$ cat config.mk
export PLATFORM = sky130hd
export DESIGN_NAME = static_priority_cpu_scheduler
export DESIGN_NICKNAME = d
export VERILOG_FILES = /design/src/spcs_pkg.sv /design/src/static_priority_cpu_scheduler.sv /design/src/spcs_ram.sv /design/src/spcs_engine.sv
export SDC_FILE = /design/constraint.sdc
export NUM_CORES = 1
export LEC_CHECK = 0
export ABC_AREA = 1
export BUFFER_PORTS_ARGS = -buffer_cell sky130_fd_sc_hd__buf_2
export CORE_ASPECT_RATIO = 2
export CORE_UTILIZATION = 50
export CTS_CLUSTER_DIAMETER = 80
export CTS_CLUSTER_SIZE = 30
export DETAILED_ROUTE_END_ITERATION = 6
export HOLD_SLACK_MARGIN = 0.12
export MAX_ROUTING_LAYER = met4
export PLACE_DENSITY_LB_ADDON = 0.15
export SLEW_MARGIN = 40
export SYNTH_ARGS = -nofsm -noshare
export SYNTH_HDL_FRONTEND = slang
export SYNTH_SLANG_ARGS = --single-unit
export TNS_END_PERCENT = 10
$ cat constraint.sdc
create_clock -name clk -period 3.7 [get_ports clk]
set_clock_uncertainty 0.1 [all_clocks]
set_input_delay 0.37 -clock clk [delete_from_list [all_inputs] [get_ports clk]]
set_output_delay 0.37 -clock clk [all_outputs]
set_load 0.005 [all_outputs]
$ cat src/spcs_pkg.sv
// ----------------------------------------------------------------------------
// Static-priority scheduler package
// Shared constants, codes, state encoding and transaction types.
// ----------------------------------------------------------------------------
`default_nettype none

package spcs_pkg;

    localparam int QUEUE_DEPTH = 32;
    localparam int MAX_CPUS    = 8;

    localparam int QW     = (QUEUE_DEPTH > 1) ? $clog2(QUEUE_DEPTH) : 1;
    localparam int CNT_W  = $clog2(QUEUE_DEPTH + 1);
    localparam int CW     = (MAX_CPUS > 1) ? $clog2(MAX_CPUS) : 1;
    localparam int NW     = ($clog2(MAX_CPUS + 1) > 4) ? $clog2(MAX_CPUS + 1) : 4;

    // Event codes carried in the func field.
    localparam logic [2:0] EV_WAKE      = 3'd0;
    localparam logic [2:0] EV_PREEMPT   = 3'd1;
    localparam logic [2:0] EV_YIELD     = 3'd2;
    localparam logic [2:0] EV_TERMINATE = 3'd3;
    localparam logic [2:0] EV_IDLE      = 3'd4;

    typedef struct packed {
        logic [2:0] func;
        logic [2:0] cpu;
        logic [7:0] pid;
        logic [3:0] prio;
    } cmd_t;

    typedef struct packed {
        logic [7:0] id;
        logic [3:0] prio;
    } entry_t;

    localparam int ENTRY_W = $bits(entry_t);

    // Packed so that dispatch_valid lands in bit 0.
    typedef struct packed {
        logic       ov;
        logic [2:0] pc;
        logic       pv;
        logic [7:0] dp;
        logic       dv;
    } result_t;

    typedef enum logic [3:0] {
        ST_IDLE,
        ST_PUSH,
        ST_CPU_CHK,
        ST_CPU_CMP,
        ST_PRE_RD,
        ST_PRE_PUSH,
        ST_DISP,
        ST_SCAN,
        ST_SHIFT,
        ST_COMMIT,
        ST_DONE
    } state_t;

endpackage

`default_nettype wire

$ cat src/static_priority_cpu_scheduler.sv
// ----------------------------------------------------------------------------
// Static-priority CPU scheduler
// Preemptive scheduler with a ready store and per-CPU running state.
// ----------------------------------------------------------------------------
// Each event transaction yields exactly one result transaction. Events are
// handled one at a time by a sequencer around two single-port-read memories.
// A wake reads the running process of every busy CPU checked before an idle
// one is found. An ignored event goes straight to its result. A dispatch reads
// every ready entry once to find the winner, then rewrites the entries behind
// it; a preempt of a busy CPU first puts its process back in the store. The
// next event is taken in the cycle after the result leaves the sequencer. The
// result sits in an output register, so the next event is taken while a
// result still waits downstream.
`default_nettype none

module static_priority_cpu_scheduler (
    input  wire logic        clk,
    input  wire logic        rst_n,
    input  wire logic        cfg_we,
    input  wire logic [3:0]  cfg_wdata,      // number of CPUs in use
    input  wire logic        s_axis_tvalid,
    output logic             s_axis_tready,
    input  wire logic [15:0] s_axis_tdata,   // cpu[2:0], process_id[10:3], priority_req[14:11]
    input  wire logic [2:0]  s_axis_tuser,   // func[2:0]
    output logic             m_axis_tvalid,
    input  wire logic        m_axis_tready,
    output logic [15:0]      m_axis_tdata    // dispatch_valid[0], dispatch_pid[8:1],
                                             // preempt_valid[9], preempt_cpu[12:10],
                                             // overflow[13]
);

    import spcs_pkg::*;

    logic [3:0] cpus_used_reg;
    logic       out_valid_reg, out_valid_next;
    result_t    out_data_reg, out_data_next;

    cmd_t       cmd;
    logic       res_valid, res_take;
    result_t    res;

    assign cmd = '{func: s_axis_tuser,
                   cpu:  s_axis_tdata[2:0],
                   pid:  s_axis_tdata[10:3],
                   prio: s_axis_tdata[14:11]};

    spcs_engine u_engine (
        .clk       (clk),
        .rst_n     (rst_n),
        .cmd_valid (s_axis_tvalid),
        .cmd_ready (s_axis_tready),
        .cmd       (cmd),
        .cpus_used (cpus_used_reg),
        .res_valid (res_valid),
        .res_take  (res_take),
        .res       (res)
    );

    assign res_take = !out_valid_reg || m_axis_tready;

    always_comb
    begin
        out_valid_next = out_valid_reg;
        out_data_next  = out_data_reg;
        if (res_valid && res_take)
        begin
            out_valid_next = 1'b1;
            out_data_next  = res;
        end
        else if (m_axis_tready)
        begin
            out_valid_next = 1'b0;
        end
    end

    always_ff @(posedge clk or negedge rst_n)
    begin
        if (!rst_n)
        begin
            cpus_used_reg <= 4'd1;
            out_valid_reg <= 1'b0;
        end
        else
        begin
            if (cfg_we)
            begin
                cpus_used_reg <= cfg_wdata;
            end
            out_valid_reg <= out_valid_next;
        end
    end

    always_ff @(posedge clk)
    begin
        out_data_reg <= out_data_next;
    end

    assign m_axis_tvalid = out_valid_reg;
    assign m_axis_tdata  = {2'b00, out_data_reg};

endmodule

`default_nettype wire

$ cat src/spcs_ram.sv
// ----------------------------------------------------------------------------
// Generic RAM
// One write port and one read port, read data registered.
// ----------------------------------------------------------------------------
`default_nettype none

module spcs_ram #(
    parameter int WIDTH = 8,
    parameter int DEPTH = 32,
    parameter int AW    = (DEPTH > 1) ? $clog2(DEPTH) : 1
) (
    input  wire logic             clk,
    input  wire logic             we,
    input  wire logic [AW-1:0]    waddr,
    input  wire logic [WIDTH-1:0] wdata,
    input  wire logic [AW-1:0]    raddr,
    output logic      [WIDTH-1:0] rdata
);

    logic [WIDTH-1:0] mem [DEPTH];

    always_ff @(posedge clk)
    begin
        if (we)
        begin
            mem[waddr] <= wdata;
        end
        rdata <= mem[raddr];
    end

endmodule

`default_nettype wire

$ cat src/spcs_engine.sv
// ----------------------------------------------------------------------------
// Scheduler engine
// Sequencer that reads, modifies and writes back the ready store and the
// per-CPU running-process memory.
// ----------------------------------------------------------------------------
`default_nettype none

module spcs_engine (
    input  wire logic             clk,
    input  wire logic             rst_n,
    input  wire logic             cmd_valid,
    output logic                  cmd_ready,
    input  wire spcs_pkg::cmd_t   cmd,
    input  wire logic [3:0]       cpus_used,
    output logic                  res_valid,
    input  wire logic             res_take,
    output spcs_pkg::result_t     res
);

    import spcs_pkg::*;

    state_t state_reg, state_next;

    cmd_t                 cmd_reg, cmd_next;
    logic [NW-1:0]        n_reg, n_next;
    logic [CNT_W-1:0]     count_reg, count_next;
    logic [MAX_CPUS-1:0]  busy_reg, busy_next;
    result_t              res_reg, res_next;

    logic [CNT_W-1:0]     rd_idx_reg, rd_idx_next;
    logic                 pend_reg, pend_next;
    logic [QW-1:0]        pend_idx_reg, pend_idx_next;
    logic [QW-1:0]        best_idx_reg, best_idx_next;
    entry_t               best_reg, best_next;

    logic [NW-1:0]        k_reg, k_next;
    logic [3:0]           lowest_reg, lowest_next;
    logic [CW-1:0]        target_reg, target_next;
    logic                 found_reg, found_next;

    // Memory ports
    logic                 q_we;
    logic [QW-1:0]        q_waddr, q_raddr;
    entry_t               q_wdata, q_rdata;
    logic [ENTRY_W-1:0]   q_rdata_raw;
    logic                 c_we;
    logic [CW-1:0]        c_waddr, c_raddr;
    entry_t               c_rdata;
    logic [ENTRY_W-1:0]   c_rdata_raw;

    logic [NW-1:0]        n_cur;
    logic                 in_c_ok, in_busy;
    logic [CW-1:0]        c_idx;
    logic                 k_ok, k_busy;
    logic                 issue, store_full;

    assign n_cur   = (NW'(cpus_used) > NW'(MAX_CPUS)) ? NW'(MAX_CPUS) : NW'(cpus_used);
    assign in_c_ok = NW'(cmd.cpu) < n_cur;
    assign in_busy = in_c_ok && busy_reg[CW'(cmd.cpu)];
    assign c_idx   = CW'(cmd_reg.cpu);
    assign k_ok    = k_reg < n_reg;
    assign k_busy  = k_ok && busy_reg[CW'(k_reg)];
    assign issue   = rd_idx_reg < count_reg;
    assign store_full = count_reg == CNT_W'(QUEUE_DEPTH);

    assign q_rdata = entry_t'(q_rdata_raw);
    assign c_rdata = entry_t'(c_rdata_raw);

    spcs_ram #(.WIDTH(ENTRY_W), .DEPTH(QUEUE_DEPTH)) u_ready_ram (
        .clk   (clk),
        .we    (q_we),
        .waddr (q_waddr),
        .wdata (q_wdata),
        .raddr (q_raddr),
        .rdata (q_rdata_raw)
    );

    spcs_ram #(.WIDTH(ENTRY_W), .DEPTH(MAX_CPUS)) u_cpu_ram (
        .clk   (clk),
        .we    (c_we),
        .waddr (c_waddr),
        .wdata ({best_reg}),
        .raddr (c_raddr),
        .rdata (c_rdata_raw)
    );

    always_ff @(posedge clk or negedge rst_n)
    begin
        if (!rst_n)
        begin
            state_reg <= ST_IDLE;
            count_reg <= '0;
            busy_reg  <= '0;
            pend_reg  <= 1'b0;
        end
        else
        begin
            state_reg <= state_next;
            count_reg <= count_next;
            busy_reg  <= busy_next;
            pend_reg  <= pend_next;
        end
    end

    always_ff @(posedge clk)
    begin
        cmd_reg      <= cmd_next;
        n_reg        <= n_next;
        res_reg      <= res_next;
        rd_idx_reg   <= rd_idx_next;
        pend_idx_reg <= pend_idx_next;
        best_idx_reg <= best_idx_next;
        best_reg     <= best_next;
        k_reg        <= k_next;
        lowest_reg   <= lowest_next;
        target_reg   <= target_next;
        found_reg    <= found_next;
    end

    // Next state
    always_comb
    begin
        state_next = state_reg;
        unique case (state_reg)
            ST_IDLE:
            begin
                if (cmd_valid)
                begin
                    if (cmd.func == EV_WAKE)
                    begin
                        state_next = ST_PUSH;
                    end
                    else if (cmd.func > EV_IDLE || !in_c_ok)
                    begin
                        state_next = ST_DONE;
                    end
                    else
                    begin
                        case (cmd.func) inside
                            EV_PREEMPT:              state_next = in_busy ? ST_PRE_RD : ST_DISP;
                            EV_YIELD, EV_TERMINATE:  state_next = ST_DISP;
                            default:                 state_next = in_busy ? ST_DONE : ST_DISP;
                        endcase
                    end
                end
            end
            ST_PUSH:     state_next = ST_CPU_CHK;
            ST_CPU_CHK:  state_next = (!k_ok || !k_busy) ? ST_DONE : ST_CPU_CMP;
            ST_CPU_CMP:  state_next = ST_CPU_CHK;
            ST_PRE_RD:   state_next = ST_PRE_PUSH;
            ST_PRE_PUSH: state_next = ST_DISP;
            ST_DISP:     state_next = (count_reg == '0) ? ST_DONE : ST_SCAN;
            ST_SCAN:     state_next = (!issue && !pend_reg) ? ST_SHIFT : ST_SCAN;
            ST_SHIFT:    state_next = (!issue && !pend_reg) ? ST_COMMIT : ST_SHIFT;
            ST_COMMIT:   state_next = ST_DONE;
            ST_DONE:     state_next = res_take ? ST_IDLE : ST_DONE;
            default:     state_next = ST_IDLE;
        endcase
    end

    // Datapath and memory controls
    always_comb
    begin
        cmd_next      = cmd_reg;
        n_next        = n_reg;
        count_next    = count_reg;
        busy_next     = busy_reg;
        res_next      = res_reg;
        rd_idx_next   = rd_idx_reg;
        pend_next     = 1'b0;
        pend_idx_next = pend_idx_reg;
        best_idx_next = best_idx_reg;
        best_next     = best_reg;
        k_next        = k_reg;
        lowest_next   = lowest_reg;
        target_next   = target_reg;
        found_next    = found_reg;

        q_we    = 1'b0;
        q_waddr = count_reg[QW-1:0];
        q_wdata = '{id: cmd_reg.pid, prio: cmd_reg.prio};
        q_raddr = rd_idx_reg[QW-1:0];
        c_we    = 1'b0;
        c_waddr = c_idx;
        c_raddr = c_idx;

        cmd_ready = state_reg == ST_IDLE;
        res_valid = state_reg == ST_DONE;
        res       = res_reg;

        unique case (state_reg)
            ST_IDLE:
            begin
                if (cmd_valid)
                begin
                    cmd_next    = cmd;
                    n_next      = n_cur;
                    res_next    = '0;
                    k_next      = '0;
                    lowest_next = cmd.prio;
                    target_next = '0;
                    found_next  = 1'b0;
                    if ((cmd.func == EV_YIELD || cmd.func == EV_TERMINATE) && in_c_ok)
                    begin
                        busy_next[CW'(cmd.cpu)] = 1'b0;
                    end
                end
            end
            ST_PUSH:
            begin
                if (store_full)
                begin
                    res_next.ov = 1'b1;
                end
                else
                begin
                    q_we       = 1'b1;
                    count_next = count_reg + 1'b1;
                end
            end
            ST_CPU_CHK:
            begin
                c_raddr = CW'(k_reg);
                if (k_ok && !k_busy)
                begin
                    res_next.pv = 1'b1;
                    res_next.pc = 3'(CW'(k_reg));
                end
                else if (!k_ok)
                begin
                    res_next.pv = found_reg;
                    res_next.pc = 3'(target_reg);
                end
            end
            ST_CPU_CMP:
            begin
                if (c_rdata.prio < lowest_reg)
                begin
                    lowest_next = c_rdata.prio;
                    target_next = CW'(k_reg);
                    found_next  = 1'b1;
                end
                k_next = k_reg + 1'b1;
            end
            ST_PRE_RD:
            begin
                c_raddr = c_idx;
            end
            ST_PRE_PUSH:
            begin
                q_wdata = c_rdata;
                if (store_full)
                begin
                    res_next.ov = 1'b1;
                end
                else
                begin
                    q_we       = 1'b1;
                    count_next = count_reg + 1'b1;
                end
            end
            ST_DISP:
            begin
                rd_idx_next = '0;
                if (count_reg == '0)
                begin
                    busy_next[c_idx] = 1'b0;
                end
            end
            ST_SCAN:
            begin
                // Reads stream one per cycle; each returns in the next cycle.
                if (issue)
                begin
                    rd_idx_next   = rd_idx_reg + 1'b1;
                    pend_next     = 1'b1;
                    pend_idx_next = rd_idx_reg[QW-1:0];
                end
                if (pend_reg && (pend_idx_reg == '0 || q_rdata.prio > best_reg.prio))
                begin
                    best_idx_next = pend_idx_reg;
                    best_next     = q_rdata;
                end
                if (!issue && !pend_reg)
                begin
                    rd_idx_next = CNT_W'(best_idx_reg) + 1'b1;
                end
            end
            ST_SHIFT:
            begin
                // Each entry past the winner moves down one place.
                if (issue)
                begin
                    rd_idx_next   = rd_idx_reg + 1'b1;
                    pend_next     = 1'b1;
                    pend_idx_next = rd_idx_reg[QW-1:0];
                end
                if (pend_reg)
                begin
                    q_we    = 1'b1;
                    q_waddr = pend_idx_reg - 1'b1;
                    q_wdata = q_rdata;
                end
            end
            ST_COMMIT:
            begin
                count_next       = count_reg - 1'b1;
                c_we             = 1'b1;
                busy_next[c_idx] = 1'b1;
                res_next.dv      = 1'b1;
                res_next.dp      = best_reg.id;
            end
            ST_DONE:
            begin
            end
            default:
            begin
            end
        endcase
    end

endmodule

`default_nettype wire
* Word level (Yosys, flattened, before mapping)
Memories as Yosys holds them, arrays and structs flattened. A register that Yosys moved wholly into a read port is not among the register bits. Cells that the tools add are included.
Storage, ports and cells: register bits 111, bits in writable memories 480, input port bits 28, logic and storage cells 187, memories kept 2
Memory list:
- u_engine.u_ready_ram.mem | words 32, width 12, read ports 1, clocked after Yosys merged registers in 1, wr ports 1, line spcs_ram.sv:20 | logic [WIDTH-1:0] mem [DEPTH];
- u_engine.u_cpu_ram.mem | words 8, width 12, read ports 1, clocked after Yosys merged registers in 1, wr ports 1, line spcs_ram.sv:20
Cells by class: add/subtract/negate cells 6, magnitude comparators 12, equal/unequal tests 21, muxes and demuxes 66, bitwise logic cells 5, reduce and logical (&&, ||, !) cells 46
Operator list (count):
- 4-bit two-way mux | 16
- 4-bit case mux with 10 select lines | 1
- 8-bit two-way mux | 3
- 12-bit case mux with 2 select lines | 1
- 4-bit case mux with 2 select lines | 3
- 8-bit case mux with 3 select lines | 1
- 1-bit two-way mux | 19
- 6-bit two-way mux | 3
- 6-bit case mux with 3 select lines | 1
- 9-bit case mux with 2 select lines | 1
- 8-bit bitwise AND | 2
- 4-bit by 3-bit == test with 1-bit output, second input constant | 4
- 8-bit inverter | 2
- 14-bit two-way mux | 1
- 6-bit by 1-bit adder with 6-bit output, second input constant | 2
- 4-bit == test, second input constant | 3
- 3-bit by 4-bit < comparator with 1-bit output, second input constant | 3
- 12-bit two-way mux | 1
- 6-bit case mux with 2 select lines | 1
- 2-bit AND reduction | 6
- 2-bit nonzero test | 6
- 5-bit two-way mux | 2
- 1-bit logical AND | 9
- 3-bit two-way mux | 3
- other kinds (35) | 62

* Longest topological paths before layout
depth in word-level cells 11, mapped depth 15, mapped depth without buffers 15

* Modules after synthesis
Synthesis repeated with hierarchy kept, for this count alone.
Unflattened totals: cells, all modules 2461, area, all modules 26397.8 sq um
Modules (own cells, without submodules):
- spcs_ram at u_engine.u_ready_ram | times used 1, cells an instance 1358, area an instance 15899.0 sq um, sequential area each 11771.3 sq um
- spcs_engine | times used 1, cells an instance 619, area an instance 5383.9 sq um, sequential area each 2667.6 sq um
- spcs_ram at u_engine.u_cpu_ram | times used 1, cells an instance 445, area an instance 4479.3 sq um, sequential area each 3123.0 sq um
- static_priority_cpu_scheduler | times used 1, cells an instance 39, area an instance 635.6 sq um, sequential area each 546.8 sq um

* Worst setup path after synthesis
No wires, ideal clock.
path kind reg-to-reg, start point register u_engine.best_reg[3] in the netlist's numbering, end point register u_engine.best_idx_reg[0] (enable), arrival 2696 ps, required time 3165 ps, path slack 469 ps, cell stages (with the launch flop) 7, path buffers 0, clock period less this slack 3231 ps, cells stage by stage edfxtp_1 > inv_1 > ha_1 > nand2_1 > o21ai_0 > a21oi_1 > nor4_1
On the way: cells in the longest elaborated chain, start to end 4
RTL lines:
- start, declared | line spcs_engine.sv:34 | entry_t best_reg, best_next;
- start signal, assigned | line spcs_engine.sv:113 | best_reg <= best_next;
- 4-bit greater-than comparator | line spcs_engine.sv:279 | if (pend_reg && (pend_idx_reg == '0 || q_rdata.prio > best_reg.prio))
- 1-bit logical OR | line spcs_engine.sv:279
- 1-bit logical AND | line spcs_engine.sv:279
- 2-bit AND reduction (no line)
- end signal, assigned | line spcs_engine.sv:112 | best_idx_reg <= best_idx_next;
- end, declared | line spcs_engine.sv:33 | logic [QW-1:0] best_idx_reg, best_idx_next;
No other way between the ends. A chain may end at the register's enable or synchronous reset.

* Final worst setup path
start point register u_engine.state_reg[2], end point memory u_engine.u_ready_ram.mem[21][9] in the netlist's numbering (enable)
On the way: cells in the longest elaborated chain, start to end 5, elaborated cells on any way between the ends 8
RTL lines:
- start, declared | line spcs_engine.sv:22 | state_t state_reg, state_next;
- start signal, assigned | line spcs_engine.sv:98 | state_reg <= state_next;
- 4-bit by 1-bit == test with 1-bit output / 4-bit by 3-bit == test with 1-bit output (equally long branches) | line spcs_engine.sv:191 | unique case (state_reg)
- 2-bit OR reduction (no line)
- 1-bit case mux with 2 select lines | line spcs_engine.sv:191
- 1-bit two-way mux | line spcs_ram.sv:24 | if (we)
- 1-bit two-way mux (implied by the code) | line spcs_ram.sv:26 | mem[waddr] <= wdata;
- end, declared | line spcs_ram.sv:20
Parallel ways exist; a longest one is shown, timed or not.

==> results.txt <==
Run status -> finished, final reports clean
PD cells -> 662 nW/um^2
Post-synth EDFFs -> 567
CTS Buffer Depth -> 3
Hold Vio Cnt, Final -> 0
Post-synth top cells -> 567 x edfxtp_1, 392 x nor2_1, 244 x o21ai_0
Post-synthesis instance total -> 2106
Worst EP required -> 3.84 ns
Max-Cap Viols -> 0
Post-synthesis cell type count -> 48
Max Freq -> 0.351 GHz
Die H -> 320 microns
Largest net degree at the start of global routing -> 199
Biggest register -> u_engine.u_ready_ram.mem
Largest register FFs -> 384
Clk root buf -> clkbuf_16
DRT Pass-1 Iters -> 5
Clk sinks -> 615
GPL Wtd Cong -> 0.914
Final instance area -> 27500 sq um
Largest cells by area after synthesis -> edfxtp_1 67%, nor2_1 5.8%, o21ai_0 4.8%
Crit path launch -> u_engine.state_reg[2]$_DFFE_PN0P_
Asr flop ratio synth -> 0.0390
Yosys Warn Count -> 0
Vias in the first global route -> 16000
Crit path DAT -> 2.99 ns
Setup Buffers After CTS -> 0
Core area -> 50100 sq um
Post-DP Area -> 26500 sq um
Synth area leader -> edfxtp_1
Final setup violation count -> 0
Top_reg_cell synth -> edfxtp_1
Setup TNS -> 0 ns
Initial drt markers -> 1148
Crit start category -> register
Largest regs -> u_engine.u_ready_ram.mem: 384 flops, u_engine.u_cpu_ram.mem: 96 flops
Port Buffers -> 42
Measured slew at the worst slew-check pin -> 0.984 ns
Routed WL per cell -> 22.7 microns
FF-to-FF Start -> u_engine.state_reg[2]$_DFFE_PN0P_
Drt via density -> 5.64
Ratio of cells with drive above 1 in the final layout -> 0.0883
Die W -> 161 microns
Layout Nets -> 2222
Fin crit share -> 0.771
Routed Antenna Nets -> 0
Total Routing Usage GR -> 0.258
# DRC -> 0
Worst r2r path cells -> 10
Post-Route WL -> 64300 microns
Synth-to-layout area growth -> 8.70%
First-pass GRT wire length -> 95800 microns
Clk pin slew, worst setup/hold paths -> 0.11 ns
CTS resizes -> 0
Initial antenna violation count -> 0
Mean post-synth cell area -> 12.0 sq um
Grt total ovfl -> 0
Clock latency on the worst-skew pair -> 0.61 ns
Post-Syn Area -> 25300 sq um
VDD IR max -> 0.596 mV
FF-to-FF setup slack -> 0.85 ns
CP Max Fanout -> 15
Most frequent cell after synthesis -> edfxtp_1
# diodes -> 0
Worst setup path endpoint -> u_engine.u_ready_ram.mem[21][9]$_DFFE_PP_
Starting Density -> 0.505
Critical path class -> register to register
CTS tree -> built
Critical R2R Capture -> u_engine.u_ready_ram.mem[21][9]$_DFFE_PP_
Crit path time final -> 2.85 ns
Via count -> 16000
CTS H-tree lvls -> 1
Sequential area share after synthesis -> 0.715
HP Class -> input port to register
Yosys top cell area share -> 0.673
Final number of max-transition violations -> 0
Rel. slew slack -> 0.337
CTS buffer count -> 24
Crit end category -> register
DP HPWL -> 43100 microns
Die Area -> 51600 sq um
Top Ports -> 46
# rows -> 116
RSZ-0062 raised after global routing -> false
Seq cells post-synth -> 615
Static Leak -> 9.47 nW
-- placed cells by master (no fill, tap or decap), types with 4 or more instances in the layout --
master / instances
edfxtp_1: 567
nor2_1: 379
o21ai_0: 243
nand2_1: 213
inv_1: 124
o211ai_1: 77
buf_4: 68
o22ai_1: 51
o21ai_1: 45
buf_2: 42
nand3_1: 38
dlygate4sd3_1: 29
nand4_1: 28
ha_1: 26
clkbuf_16: 24
dfxtp_1: 24
a21oi_1: 23
dfrtp_1: 23
clkbuf_1: 17
nor2_2: 16
or2_0: 13
or2_1: 11
nor3_1: 10
inv_2: 9
xor2_1: 9
o221ai_1: 7
a211oi_1: 7
a31oi_1: 7
xnor2_1: 6
nand2_2: 6
nand3_2: 4
-- metrics by stage --
| stage | worst slack (ns) | power (W) | utilization | std cells | hold WS, ns |
|---|---|---|---|---|---|
| floorplan | 0.469 | 0.0128 | - | 2107 | -0.0256 |
| global placement | 0.567 | 0.0148 | 0.528 | 2760 | 0.301 |
| detailed placement | 0.838 | 0.0150 | 0.529 | 2760 | 0.305 |
| CTS | 0.833 | 0.0183 | 0.549 | 2833 | 0.143 |
| global route | 0.595 | 0.0191 | 0.549 | 2834 | 0.188 |
| finish | 0.847 | 0.0182 | 0.549 | 2834 | 0.167 |
-- how the worst min path moves through the flow --
stage / end / depth (start not counted) / startpoint
2_1_floorplan: cpus_used_reg[1]$_DFFE_PN0P_ / 0 / rst_n
3_3_place_gp: cpus_used_reg[1]$_DFFE_PN0P_ / 1 / rst_n
3_5_place_dp: m_axis_tdata[4]$_DFFE_PP_ / 0 / u_engine.res[4]$_SDFFCE_PN0P_
4_1_cts: u_engine.state_reg[3]$_DFFE_PN0P_ / 5 / s_axis_tvalid
5_1_grt: u_engine.state_reg[3]$_DFFE_PN0P_ / 5 / s_axis_tvalid
6_report: u_engine.state_reg[3]$_DFFE_PN0P_ / 5 / s_axis_tvalid
-- layer usage --
layer,wire length [microns],GRT usage,vias up
met5,0,-,-
met4,4420,0.158,0
met3,1970,0.0168,118
met2,35300,0.475,398
met1,22600,0.264,7880
li1,-,-,7581
-- cells by family after synthesis --
group / Yosys count / synth area share
AND/OR/NAND/NOR: 730 / 0.120
flip-flops: 615 / 0.715
AO/OA/AOI/OAI: 471 / 0.107
buffers and inverters: 247 / 0.0393
adder cells (fa/ha/maj): 27 / 0.0136
XOR/XNOR: 15 / 0.00519
other: 1 / 0.000148
-- cell type report --
type	count	area [sq um]
tap	649	812
timing repair buffer	143	1100
inverter	138	522
multi-input combinational	1245	6270
fill	4233	22600
clock buffer	41	664
clock inverter	3	35.0
sequential	615	18100
-- where the power goes --
part / internal, W / switching, W / total [W] / leakage (nW)
combinational: 0.00170 / 0.00432 / 0.00602 / 3.52
sequential: 0.00853 / 0.000345 / 0.00887 / 5.63
clock: 0.00126 / 0.00205 / 0.00331 / 0.329
-- critical path: stages, from the launching register on --
cell and delay, ns:
dfrtp_1 0.44, nor2_1 0.19, inv_2 0.09, nor2_4 0.14, nand2_4 0.12, inv_2 0.26, nand2_1 0.12, o21ai_2 0.10
and2_1 0.18, nand2_1 0.15, nor2_2 0.59
-- timing repair --
| action | 4_1_cts | 5_1_grt |
|---|---|---|
| hold buffers | 29 | 0 |
| endpoints found under the setup margin | 0 | 0 |
| endpoints found under the hold margin | 48 | 0 |
(Power assumes the default switching activity.)
